<file path="src/urp_pkg.sv">
// ----------------------------------------------------------------------------
// urp_pkg: shared types and constants for the record stream parser
// Parse phases, field kinds, compact-size prefix bytes and the result
// bundle passed from the parser core to the output stage.
// ----------------------------------------------------------------------------
package urp_pkg;

  // Compact-size prefix bytes.
  localparam logic [7:0] CS_PREFIX16 = 8'hFD;
  localparam logic [7:0] CS_PREFIX32 = 8'hFE;
  localparam logic [7:0] CS_PREFIX64 = 8'hFF;

  // Prefix payload sizes in bytes.
  localparam logic [3:0] CS_SIZE16 = 4'd2;
  localparam logic [3:0] CS_SIZE32 = 4'd4;
  localparam logic [3:0] CS_SIZE64 = 4'd8;

  // Fixed field sizes in bytes.
  localparam logic [3:0]  HEIGHT_BYTES = 4'd4;
  localparam logic [3:0]  VOUT_BYTES   = 4'd4;
  localparam logic [3:0]  VALUE_BYTES  = 4'd8;
  localparam logic [31:0] HASH_BYTES   = 32'd32;

  // Parse phases. Codes above PH_DONE take the overrun branch like PH_DONE.
  typedef enum logic [3:0] {
    PH_CNT0   = 4'd0,
    PH_CNTX   = 4'd1,
    PH_HEIGHT = 4'd2,
    PH_HASH   = 4'd3,
    PH_VOUT   = 4'd4,
    PH_VALUE  = 4'd5,
    PH_LEN0   = 4'd6,
    PH_LENX   = 4'd7,
    PH_SCRIPT = 4'd8,
    PH_DONE   = 4'd9
  } phase_t;

  // Kind of field carried by a result word.
  typedef enum logic [2:0] {
    KIND_NONE        = 3'd0,
    KIND_HEIGHT      = 3'd1,
    KIND_HASH_BYTE   = 3'd2,
    KIND_VOUT        = 3'd3,
    KIND_VALUE       = 3'd4,
    KIND_SCRIPT_LEN  = 3'd5,
    KIND_SCRIPT_BYTE = 3'd6
  } kind_t;

  // One result word.
  typedef struct packed {
    kind_t       kind;
    logic [63:0] value;
    logic [15:0] index;
    logic        done;
    logic        import_end;
    logic        import_ok;
  } urp_result_t;

endpackage

</file>
<file path="src/urp_core.sv">
// ----------------------------------------------------------------------------
// urp_core: byte-level parse state machine
// Holds the parse state and, for the byte presented with step, computes the
// result word it causes and the state after it, combinationally.
// ----------------------------------------------------------------------------
module urp_core (
  input  logic                 clk,
  input  logic                 rst_n,
  input  logic                 step,
  input  logic [7:0]           data_byte,
  input  logic                 last_byte,
  output logic                 res_valid,
  output urp_pkg::urp_result_t res
);
  import urp_pkg::*;

  // Parse state.
  phase_t      phase_r,       phase_nxt;
  logic [3:0]  cnt_r,         cnt_nxt;
  logic [63:0] shift_r,       shift_nxt;
  logic [15:0] left_r,        left_nxt;
  logic [15:0] recnum_r,      recnum_nxt;
  logic [31:0] script_left_r, script_left_nxt;
  logic [3:0]  prefix_r,      prefix_nxt;
  logic        overrun_r,     overrun_nxt;

  // Byte accumulation helpers.
  logic [63:0] shift_take;
  logic [3:0]  cnt_take;
  logic [15:0] left_dec;
  logic [31:0] script_dec;
  logic [31:0] len_value;

  kind_t       kind;
  logic [63:0] value;
  logic        done;

  assign shift_take = shift_r | ({56'd0, data_byte} << {cnt_r[2:0], 3'b000});
  assign cnt_take   = cnt_r + 4'd1;
  assign left_dec   = left_r - 16'd1;
  assign script_dec = script_left_r - 32'd1;

  // Script length as it stands once this byte is taken.
  always_comb begin
    if (phase_r == PH_LENX) begin
      len_value = shift_take[31:0];
    end else begin
      len_value = {24'd0, data_byte};
    end
  end

  // Next state and emitted field for the current byte.
  always_comb begin
    phase_nxt       = phase_r;
    cnt_nxt         = cnt_r;
    shift_nxt       = shift_r;
    left_nxt        = left_r;
    recnum_nxt      = recnum_r;
    script_left_nxt = script_left_r;
    prefix_nxt      = prefix_r;
    overrun_nxt     = overrun_r;
    kind            = KIND_NONE;
    value           = 64'd0;
    done            = 1'b0;

    case (phase_r)
      PH_CNT0: begin
        if (data_byte == CS_PREFIX16) begin
          prefix_nxt = CS_SIZE16;
          cnt_nxt    = 4'd0;
          shift_nxt  = 64'd0;
          phase_nxt  = PH_CNTX;
        end else begin
          left_nxt   = {8'd0, data_byte};
          recnum_nxt = 16'd0;
          cnt_nxt    = 4'd0;
          shift_nxt  = 64'd0;
          phase_nxt  = (data_byte != 8'd0) ? PH_HEIGHT : PH_DONE;
        end
      end
      PH_CNTX: begin
        cnt_nxt   = cnt_take;
        shift_nxt = shift_take;
        if (cnt_take >= prefix_r) begin
          left_nxt   = shift_take[15:0];
          recnum_nxt = 16'd0;
          cnt_nxt    = 4'd0;
          shift_nxt  = 64'd0;
          phase_nxt  = (shift_take[15:0] != 16'd0) ? PH_HEIGHT : PH_DONE;
        end
      end
      PH_HEIGHT: begin
        cnt_nxt   = cnt_take;
        shift_nxt = shift_take;
        if (cnt_take >= HEIGHT_BYTES) begin
          kind            = KIND_HEIGHT;
          value           = shift_take;
          cnt_nxt         = 4'd0;
          shift_nxt       = 64'd0;
          script_left_nxt = HASH_BYTES;
          phase_nxt       = PH_HASH;
        end
      end
      PH_HASH: begin
        kind            = KIND_HASH_BYTE;
        value           = {56'd0, data_byte};
        script_left_nxt = script_dec;
        if (script_dec == 32'd0) begin
          cnt_nxt   = 4'd0;
          shift_nxt = 64'd0;
          phase_nxt = PH_VOUT;
        end
      end
      PH_VOUT: begin
        cnt_nxt   = cnt_take;
        shift_nxt = shift_take;
        if (cnt_take >= VOUT_BYTES) begin
          kind      = KIND_VOUT;
          value     = shift_take;
          cnt_nxt   = 4'd0;
          shift_nxt = 64'd0;
          phase_nxt = PH_VALUE;
        end
      end
      PH_VALUE: begin
        cnt_nxt   = cnt_take;
        shift_nxt = shift_take;
        if (cnt_take >= VALUE_BYTES) begin
          kind      = KIND_VALUE;
          value     = shift_take;
          cnt_nxt   = 4'd0;
          shift_nxt = 64'd0;
          phase_nxt = PH_LEN0;
        end
      end
      PH_LEN0, PH_LENX: begin
        if (phase_r == PH_LEN0 && data_byte >= CS_PREFIX16) begin
          // Long length prefix: collect 2, 4 or 8 more bytes.
          case (data_byte)
            CS_PREFIX16: prefix_nxt = CS_SIZE16;
            CS_PREFIX32: prefix_nxt = CS_SIZE32;
            default:     prefix_nxt = CS_SIZE64;
          endcase
          cnt_nxt   = 4'd0;
          shift_nxt = 64'd0;
          phase_nxt = PH_LENX;
        end else if (phase_r == PH_LEN0 || cnt_take >= prefix_r) begin
          // Script length complete; an empty script closes the record.
          kind            = KIND_SCRIPT_LEN;
          value           = {32'd0, len_value};
          script_left_nxt = len_value;
          cnt_nxt         = 4'd0;
          shift_nxt       = 64'd0;
          if (len_value == 32'd0) begin
            done       = 1'b1;
            recnum_nxt = recnum_r + 16'd1;
            left_nxt   = left_dec;
            phase_nxt  = (left_dec != 16'd0) ? PH_HEIGHT : PH_DONE;
          end else begin
            phase_nxt = PH_SCRIPT;
          end
        end else begin
          cnt_nxt   = cnt_take;
          shift_nxt = shift_take;
        end
      end
      PH_SCRIPT: begin
        kind            = KIND_SCRIPT_BYTE;
        value           = {56'd0, data_byte};
        script_left_nxt = script_dec;
        if (script_dec == 32'd0) begin
          done       = 1'b1;
          recnum_nxt = recnum_r + 16'd1;
          left_nxt   = left_dec;
          cnt_nxt    = 4'd0;
          shift_nxt  = 64'd0;
          phase_nxt  = (left_dec != 16'd0) ? PH_HEIGHT : PH_DONE;
        end
      end
      default: begin
        // Bytes past the end of the list mark the import as failed.
        overrun_nxt = 1'b1;
      end
    endcase
  end

  // Result word for the current byte.
  always_comb begin
    res_valid      = last_byte || (kind != KIND_NONE);
    res.kind       = kind;
    res.value      = value;
    res.index      = (kind != KIND_NONE) ? recnum_r : 16'd0;
    res.done       = done;
    res.import_end = last_byte;
    res.import_ok  = last_byte && (phase_nxt == PH_DONE) && !overrun_nxt;
  end

  // State registers; the last byte of an import restarts the parser.
  always_ff @(posedge clk) begin
    if (!rst_n || (step && last_byte)) begin
      phase_r       <= PH_CNT0;
      cnt_r         <= 4'd0;
      shift_r       <= 64'd0;
      left_r        <= 16'd0;
      recnum_r      <= 16'd0;
      script_left_r <= 32'd0;
      prefix_r      <= 4'd0;
      overrun_r     <= 1'b0;
    end else if (step) begin
      phase_r       <= phase_nxt;
      cnt_r         <= cnt_nxt;
      shift_r       <= shift_nxt;
      left_r        <= left_nxt;
      recnum_r      <= recnum_nxt;
      script_left_r <= script_left_nxt;
      prefix_r      <= prefix_nxt;
      overrun_r     <= overrun_nxt;
    end
  end

endmodule

</file>
<file path="src/utxo_record_stream_parser.sv">
// ----------------------------------------------------------------------------
// utxo_record_stream_parser: streaming parser for serialized output records
// Decodes a record count and its records, one byte per cycle unless stalled.
// ----------------------------------------------------------------------------
// Usage:
// The input channel (in_valid, in_stall, in_data_byte, in_last_byte) carries
// one byte of the serialized record list per word; in_last_byte marks the
// final byte of an import. The result channel (out_valid, out_stall, out_*)
// carries one word for each completed field (height, hash byte, vout, value,
// script length, script byte) and one word for every last byte, which
// reports in out_import_ok whether the list ended exactly on that byte.
// Bytes that complete no field and are not last give no result word.
// A result appears in the cycle after its byte is accepted. Throughput is
// one byte per cycle unless a held result stalls; the parse state and the
// output register update in the same cycle, so bytes may arrive back to back.
// While the receiver stalls a held result, in_stall follows out_stall and no
// byte is taken; an empty or draining output register never blocks input.
// Reset (rst_n low, synchronous) empties the output register and returns the
// parser to the count phase; accepting a last byte also restarts the parser.
// ----------------------------------------------------------------------------
module utxo_record_stream_parser (
  input  logic        clk,
  input  logic        rst_n,
  input  logic        in_valid,
  output logic        in_stall,
  input  logic [7:0]  in_data_byte,
  input  logic        in_last_byte,
  output logic        out_valid,
  input  logic        out_stall,
  output logic [2:0]  out_field_kind,
  output logic [63:0] out_field_value,
  output logic [15:0] out_record_index,
  output logic        out_record_done,
  output logic        out_import_end,
  output logic        out_import_ok
);
  import urp_pkg::*;

  logic        accept;
  logic        res_valid;
  urp_result_t res;

  logic        out_valid_r;
  urp_result_t out_r;

  // A byte is taken whenever the output register is free or being drained.
  assign in_stall = out_valid_r && out_stall;
  assign accept   = in_valid && !in_stall;

  urp_core u_core (
    .clk       (clk),
    .rst_n     (rst_n),
    .step      (accept),
    .data_byte (in_data_byte),
    .last_byte (in_last_byte),
    .res_valid (res_valid),
    .res       (res)
  );

  // Output register valid flag.
  always_ff @(posedge clk) begin
    if (!rst_n) begin
      out_valid_r <= 1'b0;
    end else if (!out_valid_r || !out_stall) begin
      out_valid_r <= accept && res_valid;
    end
  end

  // Output register payload.
  always_ff @(posedge clk) begin
    if (accept && res_valid) begin
      out_r <= res;
    end
  end

  assign out_valid        = out_valid_r;
  assign out_field_kind   = out_r.kind;
  assign out_field_value  = out_r.value;
  assign out_record_index = out_r.index;
  assign out_record_done  = out_r.done;
  assign out_import_end   = out_r.import_end;
  assign out_import_ok    = out_r.import_ok;

  // The input only stalls behind a held result.
  a_stall_needs_result: assert property (@(posedge clk) disable iff (!rst_n)
    in_stall |-> out_valid)
    else $error("input stalled with an empty output register");

  // An accepted last byte always yields an end-of-import word next cycle.
  a_last_gives_end: assert property (@(posedge clk) disable iff (!rst_n)
    (in_valid && !in_stall && in_last_byte) |=> (out_valid && out_import_end))
    else $error("last byte produced no end-of-import word");

  // A word without a field only answers a last byte.
  a_empty_is_end: assert property (@(posedge clk) disable iff (!rst_n)
    (out_valid && out_field_kind == KIND_NONE) |-> out_import_end)
    else $error("empty result word that is not an import end");

  // A record closes only on its script length or its final script byte.
  a_done_kind: assert property (@(posedge clk) disable iff (!rst_n)
    (out_valid && out_record_done) |->
      (out_field_kind == KIND_SCRIPT_LEN || out_field_kind == KIND_SCRIPT_BYTE))
    else $error("record closed on an unexpected field");

  // Success is only reported together with the end of an import.
  a_ok_with_end: assert property (@(posedge clk) disable iff (!rst_n)
    (out_valid && out_import_ok) |-> out_import_end)
    else $error("import_ok set without import_end");

endmodule

</file>
<file path="config.mk">
export PLATFORM = sky130hd
export DESIGN_NAME = utxo_record_stream_parser
export DESIGN_NICKNAME = d
export VERILOG_FILES = /design/src/urp_pkg.sv /design/src/urp_core.sv /design/src/utxo_record_stream_parser.sv
export SDC_FILE = /design/constraint.sdc
export NUM_CORES = 1
export LEC_CHECK = 0
export ABC_AREA = 1
export BUFFER_PORTS_ARGS = -buffer_cell sky130_fd_sc_hd__buf_2
export CORE_UTILIZATION = 45
export CTS_CLUSTER_SIZE = 12
export DETAILED_ROUTE_END_ITERATION = 7
export PLACE_DENSITY_LB_ADDON = 0.1
export SLEW_MARGIN = 20
export SYNTH_ARGS = -nofsm -noshare
export SYNTH_HDL_FRONTEND = slang
export SYNTH_SLANG_ARGS = --single-unit
</file>
<file path="constraint.sdc">
create_clock -name clk -period 9 [get_ports clk]
set_clock_uncertainty 0.1 [all_clocks]
set_input_delay 1.35 -clock clk [delete_from_list [all_inputs] [get_ports clk]]
set_output_delay 1.35 -clock clk [all_outputs]
set_load 0.02 [all_outputs]
</file>
==> flow_summary.ini, run 1 <==
[status]
status = finished, violations left
violations = design-rule violations

[sta]
tns_ns = 0
fin_crit_sh_pct = 56.1
rsz0062_at_grt = no
tightest_slew_ns = 1.07
fin_crit_ns = 5.05
max_freq_ghz = 0.198
finalHoldViolCount = 0
relSlewSlack_pct = 28.7
slew_viol_final = 0
setup_viol = 0
fin_ws_ns = 3.95

[route]
post_drt_wl_per_cell_um = 17.3
vias_per_cell = 5.43
first_pass_iters = 7
vias = 12100
wl_mm = 38.5
ant_nets = 0
drc = 2
drt_iter0_drc = 1515

[grt]
overflow = 0
grt_pass1_vias = 10800
grt_max_degree = 73
antenna_found_initial = 0
grt_pass1_wl_mm = 60.3
grtUsageTotal_pct = 26.6

[finish]
final_common_cell = nand2_1
final_cell_mix = 359 x nand2_1, 237 x inv_1, 230 x nor2_1, 148 x a21oi_1, 141 x dfxtp_1
n_fill_cell = 2840
multi_input_area_sq_um = 5920
drive_above_1_share_pct = 11.8
seq_area_sq_um = 5410
final_cells = 2222
area_delta_synth_final_pct = 12.1
final_nets = 1846
diodes = 0

[pwr]
peakVddDrop_mv = 0.145
p_per_area_nw_per_um2 = 212
power_leakage_nw = 5.71

[synth]
async_flop_share_pct = 0
ys_types = 45
ys_ff_latch = 227
synth_top_flop_cell = dfxtp_1
ys_seq_area_share_pct = 42.6
ys_warn_count = 0
synth_cells = 1776
synth_edf_count = 86
netlist_area_sq_um = 12700
syn_area_per_cell_sq_um = 7.14
syn_nets = 1798

[clocking]
cts_root_buffer = clkbuf_16
cts_buffers = 26
ctsResizeCount = 0
postCtsSetupBuffers = 0
clock-sinks = 227
insertion_delay_ns = 0.54
cts_tree = yes
clk_path_buf_depth = 3
cts-htree-levels = 1
cts.clk_slew.worst_paths_ns = 0.06
hold_buffers = 0

[critical_path]
cp-end-kind = flip-flop
cp-endpoint = out_field_value[38]$_DFFE_PP_
worst_r2r_endpoint = out_field_value[38]$_DFFE_PP_
crit_top_cell = nand2_1
r2r_slack_ns = 3.95
crit_required_ns = 9.06
worstSetupStartpoint = u_core.cnt_r[1]$_SDFFE_PP0P_
worstPathCellList = nand2_1, inv_1, nand2_1, xor2_1, inv_1, ha_1, nand2_1, nor2_1, a211oi_1, nand2_1, nor2_1, nor2_1, inv_1, nand3_1, nor3_2, buf_4, o21ai_4, buf_4
critPathSlowestCell = dfxtp_1
path_max_fanout = 56
critPathKind = reg2reg
r2r-start = u_core.cnt_r[1]$_SDFFE_PP0P_
slowest_delay_ns = 0.93
rr_worst_depth = 18
start_kind = flip-flop
cp_data_arrival_time_ns = 5.11

[place]
place_congestion = 0.907
dp_hpwl_mm = 26.9
numPortBuffers = 100
pre_cts_ws_ns = 3.48
dpl.cell_count = 2173

[floorplanning]
dieWidth_um = 170
rows = 61
die_h_um = 170
io_pins = 101
initial_core_util_pct = 45.6
coreArea_sq_um = 27800
die_area_sq_um = 28800

[flow_run]
drv_cap = 0

[min_path]
min_path_type = reg2reg
[how the worst min path moves through the flow]
stage | slack [ns] | start | end | depth (start not counted)
final | 0.36 | u_core.shift_r[15]$_SDFFE_PP0P_ | u_core.shift_r[15]$_SDFFE_PP0P_ | 2
after global routing | 0.38 | u_core.shift_r[20]$_SDFFE_PP0P_ | u_core.shift_r[20]$_SDFFE_PP0P_ | 2
after CTS | 0.36 | u_core.shift_r[46]$_SDFFE_PP0P_ | u_core.shift_r[46]$_SDFFE_PP0P_ | 2
after detailed placement | 0.36 | u_core.shift_r[46]$_SDFFE_PP0P_ | u_core.shift_r[46]$_SDFFE_PP0P_ | 2
after global placement | 0.35 | u_core.shift_r[56]$_SDFFE_PP0P_ | u_core.shift_r[56]$_SDFFE_PP0P_ | 2
after floorplan | 0.34 | u_core.shift_r[57]$_SDFFE_PP0P_ | u_core.shift_r[57]$_SDFFE_PP0P_ | 2
[metal layers]
metal / routed length [um] / global-route usage (%) / up-vias
met2: 17200 / 41.4 / 409
met5: 0 / 0 / -
li1: - / - / 5949
met4: 986 / 7.83 / 0
met3: 2610 / 3.95 / 62
met1: 17700 / 38.0 / 5641
[layout make-up]
class | instances | share of cell area, %
multi-input cells | 1206 | 41.7
repair buffers | 112 | 4.30
well taps | 378 | 3.33
clock inverters | 12 | 0.960
clock buffers | 36 | 5.06
inverters | 251 | 6.63
flip-flops and latches | 227 | 38.0
[report_power, final]
part           switching (mW)  internal (mW)  leakage [nW]
Combinational           0.570          0.207          3.30
Clock                   0.426          0.643         0.421
Sequential             0.0374           1.13          1.98
Total                    1.03           1.98          5.71
[synth_stat cells, types with 13 or more instances]
cell type	instances	area share, %
nand2_1	361	11
inv_1	238	7.0
nor2_1	230	6.8
a21oi_1	148	5.8
dfxtp_1	141	22
nand3_1	130	5.1
edfxtp_1	86	20
o21ai_0	85	3.4
clkbuf_1	45	1.3
nand4_1	39	1.9
buf_2	28	1.1
nor3_1	26	1.0
a211oi_1	24	1.4
o21ai_1	20	0.79
a22oi_1	15	0.89
xor2_1	15	1.0
a221oi_1	14	0.97
inv_2	13	0.38
nor2_2	13	0.64
[critical path: cells and delay by family (launching register included)]
kind                       cells  cell delay, ns
and+or+nand+nor                9            0.96
adders and majority gates      1            0.33
xor gates and xnor gates       1            0.28
buffers and inverters          5            1.52
DFF                            1            0.93
AOI/OAI and AO/OA              2            0.46
[registers in the layout, summed over array words and instances, names as in the netlist]
register              cells
u_core.recnum_r          16
u_core.prefix_r           3
u_core.left_r            16
out_field_kind            3
u_core.cnt_r              4
out_record_done           1
out_field_value          64
out_valid                 1
out_record_index         16
u_core.phase_r            4
u_core.script_left_r     32
out_import_end            1
u_core.overrun_r          1
out_import_ok             1
u_core.shift_r           64
[metrics by stage]
step	utilization, %	cell area, sq um	total power [mW]	hold slack (ns)
2_1_floorplan	-	12700	1.75	0.344
3_5_place_dp	48.0	13300	1.95	0.355
4_1_cts	51.0	14200	3.03	0.364
5_1_grt	51.1	14200	3.17	0.378
3_3_place_gp	48.0	13300	1.96	0.351
6_report	51.1	14200	3.02	0.363
[logic make-up after synthesis]
group / after synthesis / share of synthesized area [%]
and+or+nand+nor: 830 / 28.6
AOI/OAI and AO/OA: 348 / 15.7
buffers and inverters: 343 / 10.9
DFF: 227 / 42.6
xor gates and xnor gates: 19 / 1.31
adders and majority gates: 9 / 0.888
Power figures use the tool's default switching activity.
==> run 2, diff against run 1 <==
==> constraint.sdc (replaced) <==
create_clock -name clk -period 5.2 [get_ports clk]
set_clock_uncertainty 0.1 [all_clocks]
set_input_delay 0.78 -clock clk [delete_from_list [all_inputs] [get_ports clk]]
set_output_delay 0.78 -clock clk [all_outputs]
set_load 0.02 [all_outputs]
==> flow_summary.ini, run 2 (synthesized netlist as in run 1, its figures left out) <==
[critical_path]
crit_top_cell = nand2_1
cp-end-kind = flip-flop
crit_required_ns = 5.26
critPathKind = reg2reg
worstPathCellList = nand2_1, inv_1, nand2_1, xor2_1, inv_1, ha_1, nand2_1, nor2_1, a211oi_1, nand2_1, nor2_1, nor2_1, inv_1, nand2_1, nor3_2, buf_4, o21ai_4, buf_4
start_kind = flip-flop
cp_data_arrival_time_ns = 4.47
critPathSlowestCell = buf_4
slowest_delay_ns = 0.79
path_max_fanout = 75
worstSetupStartpoint = u_core.cnt_r[0]$_SDFFE_PP0P_
r2r-start = u_core.cnt_r[0]$_SDFFE_PP0P_

[place]
numPortBuffers = 100
placed_area_sq_um = 13400
dpl.cell_count = 2184
dp_hpwl_mm = 27.3
place_congestion = 0.923
pre_cts_ws_ns = 0.887

[clocking]
cts_tree = yes
clk_path_buf_depth = 3
hold_buffers = 0
cts.clk_slew.worst_paths_ns = 0.06
clock-sinks = 227
cts_root_buffer = clkbuf_16
cts-htree-levels = 1
insertion_delay_ns = 0.54
postCtsSetupBuffers = 0
cts_buffers = 27
ctsResizeCount = 0

[sta]
finalHoldViolCount = 0
slew_viol_final = 0
rsz0062_at_grt = no
tns_ns = 0
setup_viol = 0
hold_ws_ns = 0.363
max_freq_ghz = 0.227
fin_crit_sh_pct = 84.8
relSlewSlack_pct = 29.9
tightest_slew_ns = 1.05
fin_crit_ns = 4.41
fin_ws_ns = 0.788

[finish]
seq_area_sq_um = 5410
final_cells = 2232
finish.instance_area_sq_um = 14300
area_delta_synth_final_pct = 12.5
multi_input_area_sq_um = 5920
final_nets = 1857
n_fill_cell = 2816
diodes = 0
fin_util_pct = 51.3
final_common_cell = nand2_1
drive_above_1_share_pct = 12.2
final_cell_mix = 359 x nand2_1, 237 x inv_1, 230 x nor2_1, 148 x a21oi_1, 141 x dfxtp_1

[floorplanning]
rows = 61
die_area_sq_um = 28800
coreArea_sq_um = 27800
die_h_um = 170
dieWidth_um = 170
initial_core_util_pct = 45.6
io_pins = 101

[route]
ant_nets = 0
vias = 12200
post_drt_wl_per_cell_um = 17.5
vias_per_cell = 5.48
first_pass_iters = 7
drc = 0
drt_iter0_drc = 1307
wl_mm = 39.0

[min_path]
min_path_type = reg2reg
hp-start = u_core.shift_r[41]$_SDFFE_PP0P_

[pwr]
fin_total_pwr_mw = 5.22
power_leakage_nw = 5.74
p_per_area_nw_per_um2 = 366
peakVddDrop_mv = 0.236

[grt]
grt_pass1_vias = 11000
grtUsageTotal_pct = 26.9
overflow = 0
grt_max_degree = 76
antenna_found_initial = 0
grt_pass1_wl_mm = 61.0

[status]
status = finished, final reports clean

[flow_run]
drv_cap = 0
-- run 2: cell types whose count changed in the layout (fill, tap and decap cells not counted) --
| cell | before | now |
|---|---|---|
| nand2_4 | 3 | 2 |
| nand2_2 | 4 | 5 |
| clkbuf_8 | 1 | 0 |
| clkbuf_1 | 8 | 9 |
| buf_16 | 1 | 0 |
| buf_4 | 11 | 21 |
| buf_12 | 0 | 1 |
-- run 2: path summary, 6_finish.rpt --
check        depth (start not counted)  slack, ns                         endpoint
min                                  2       0.36  u_core.shift_r[41]$_SDFFE_PP0P_
max                                 18       0.79    out_field_value[18]$_DFFE_PP_
min reg2reg                          2       0.36  u_core.shift_r[41]$_SDFFE_PP0P_
max reg2reg                         18       0.79    out_field_value[18]$_DFFE_PP_
-- run 2: critical path, delay by kind of cell (launching register included) --
kind / cells / cell delay, ns
buffers and inverters: 5 / 1.50
and+or+nand+nor: 9 / 0.85
DFF: 1 / 0.33
AOI/OAI and AO/OA: 2 / 0.43
adders and majority gates: 1 / 0.33
xor gates and xnor gates: 1 / 0.30
-- run 2: report_power, final --
part           switching [mW]  internal (mW)  leakage [nW]  total (mW)
sequential             0.0607           1.96          1.98        2.03
combinational           0.990          0.364          3.34        1.35
clock                   0.744           1.10         0.415        1.84
total                    1.79           3.43          5.74        5.22
-- run 2: routing by layer --
layer,track usage (%),up-vias,part of all wire [%]
li1,-,5969,-
met4,8.30,0,2.5
met2,41.1,499,44
met1,39.0,5709,46
met5,0,-,0
met3,3.93,58,7.6
-- run 2: layout make-up --
class,instances,share of cell area (%)
clock buffers,36,4.97
clock inverters,12,0.956
inverters,251,6.61
multi-input cells,1206,41.5
flip-flops and latches,227,37.9
well taps,378,3.32
repair buffers,122,4.76
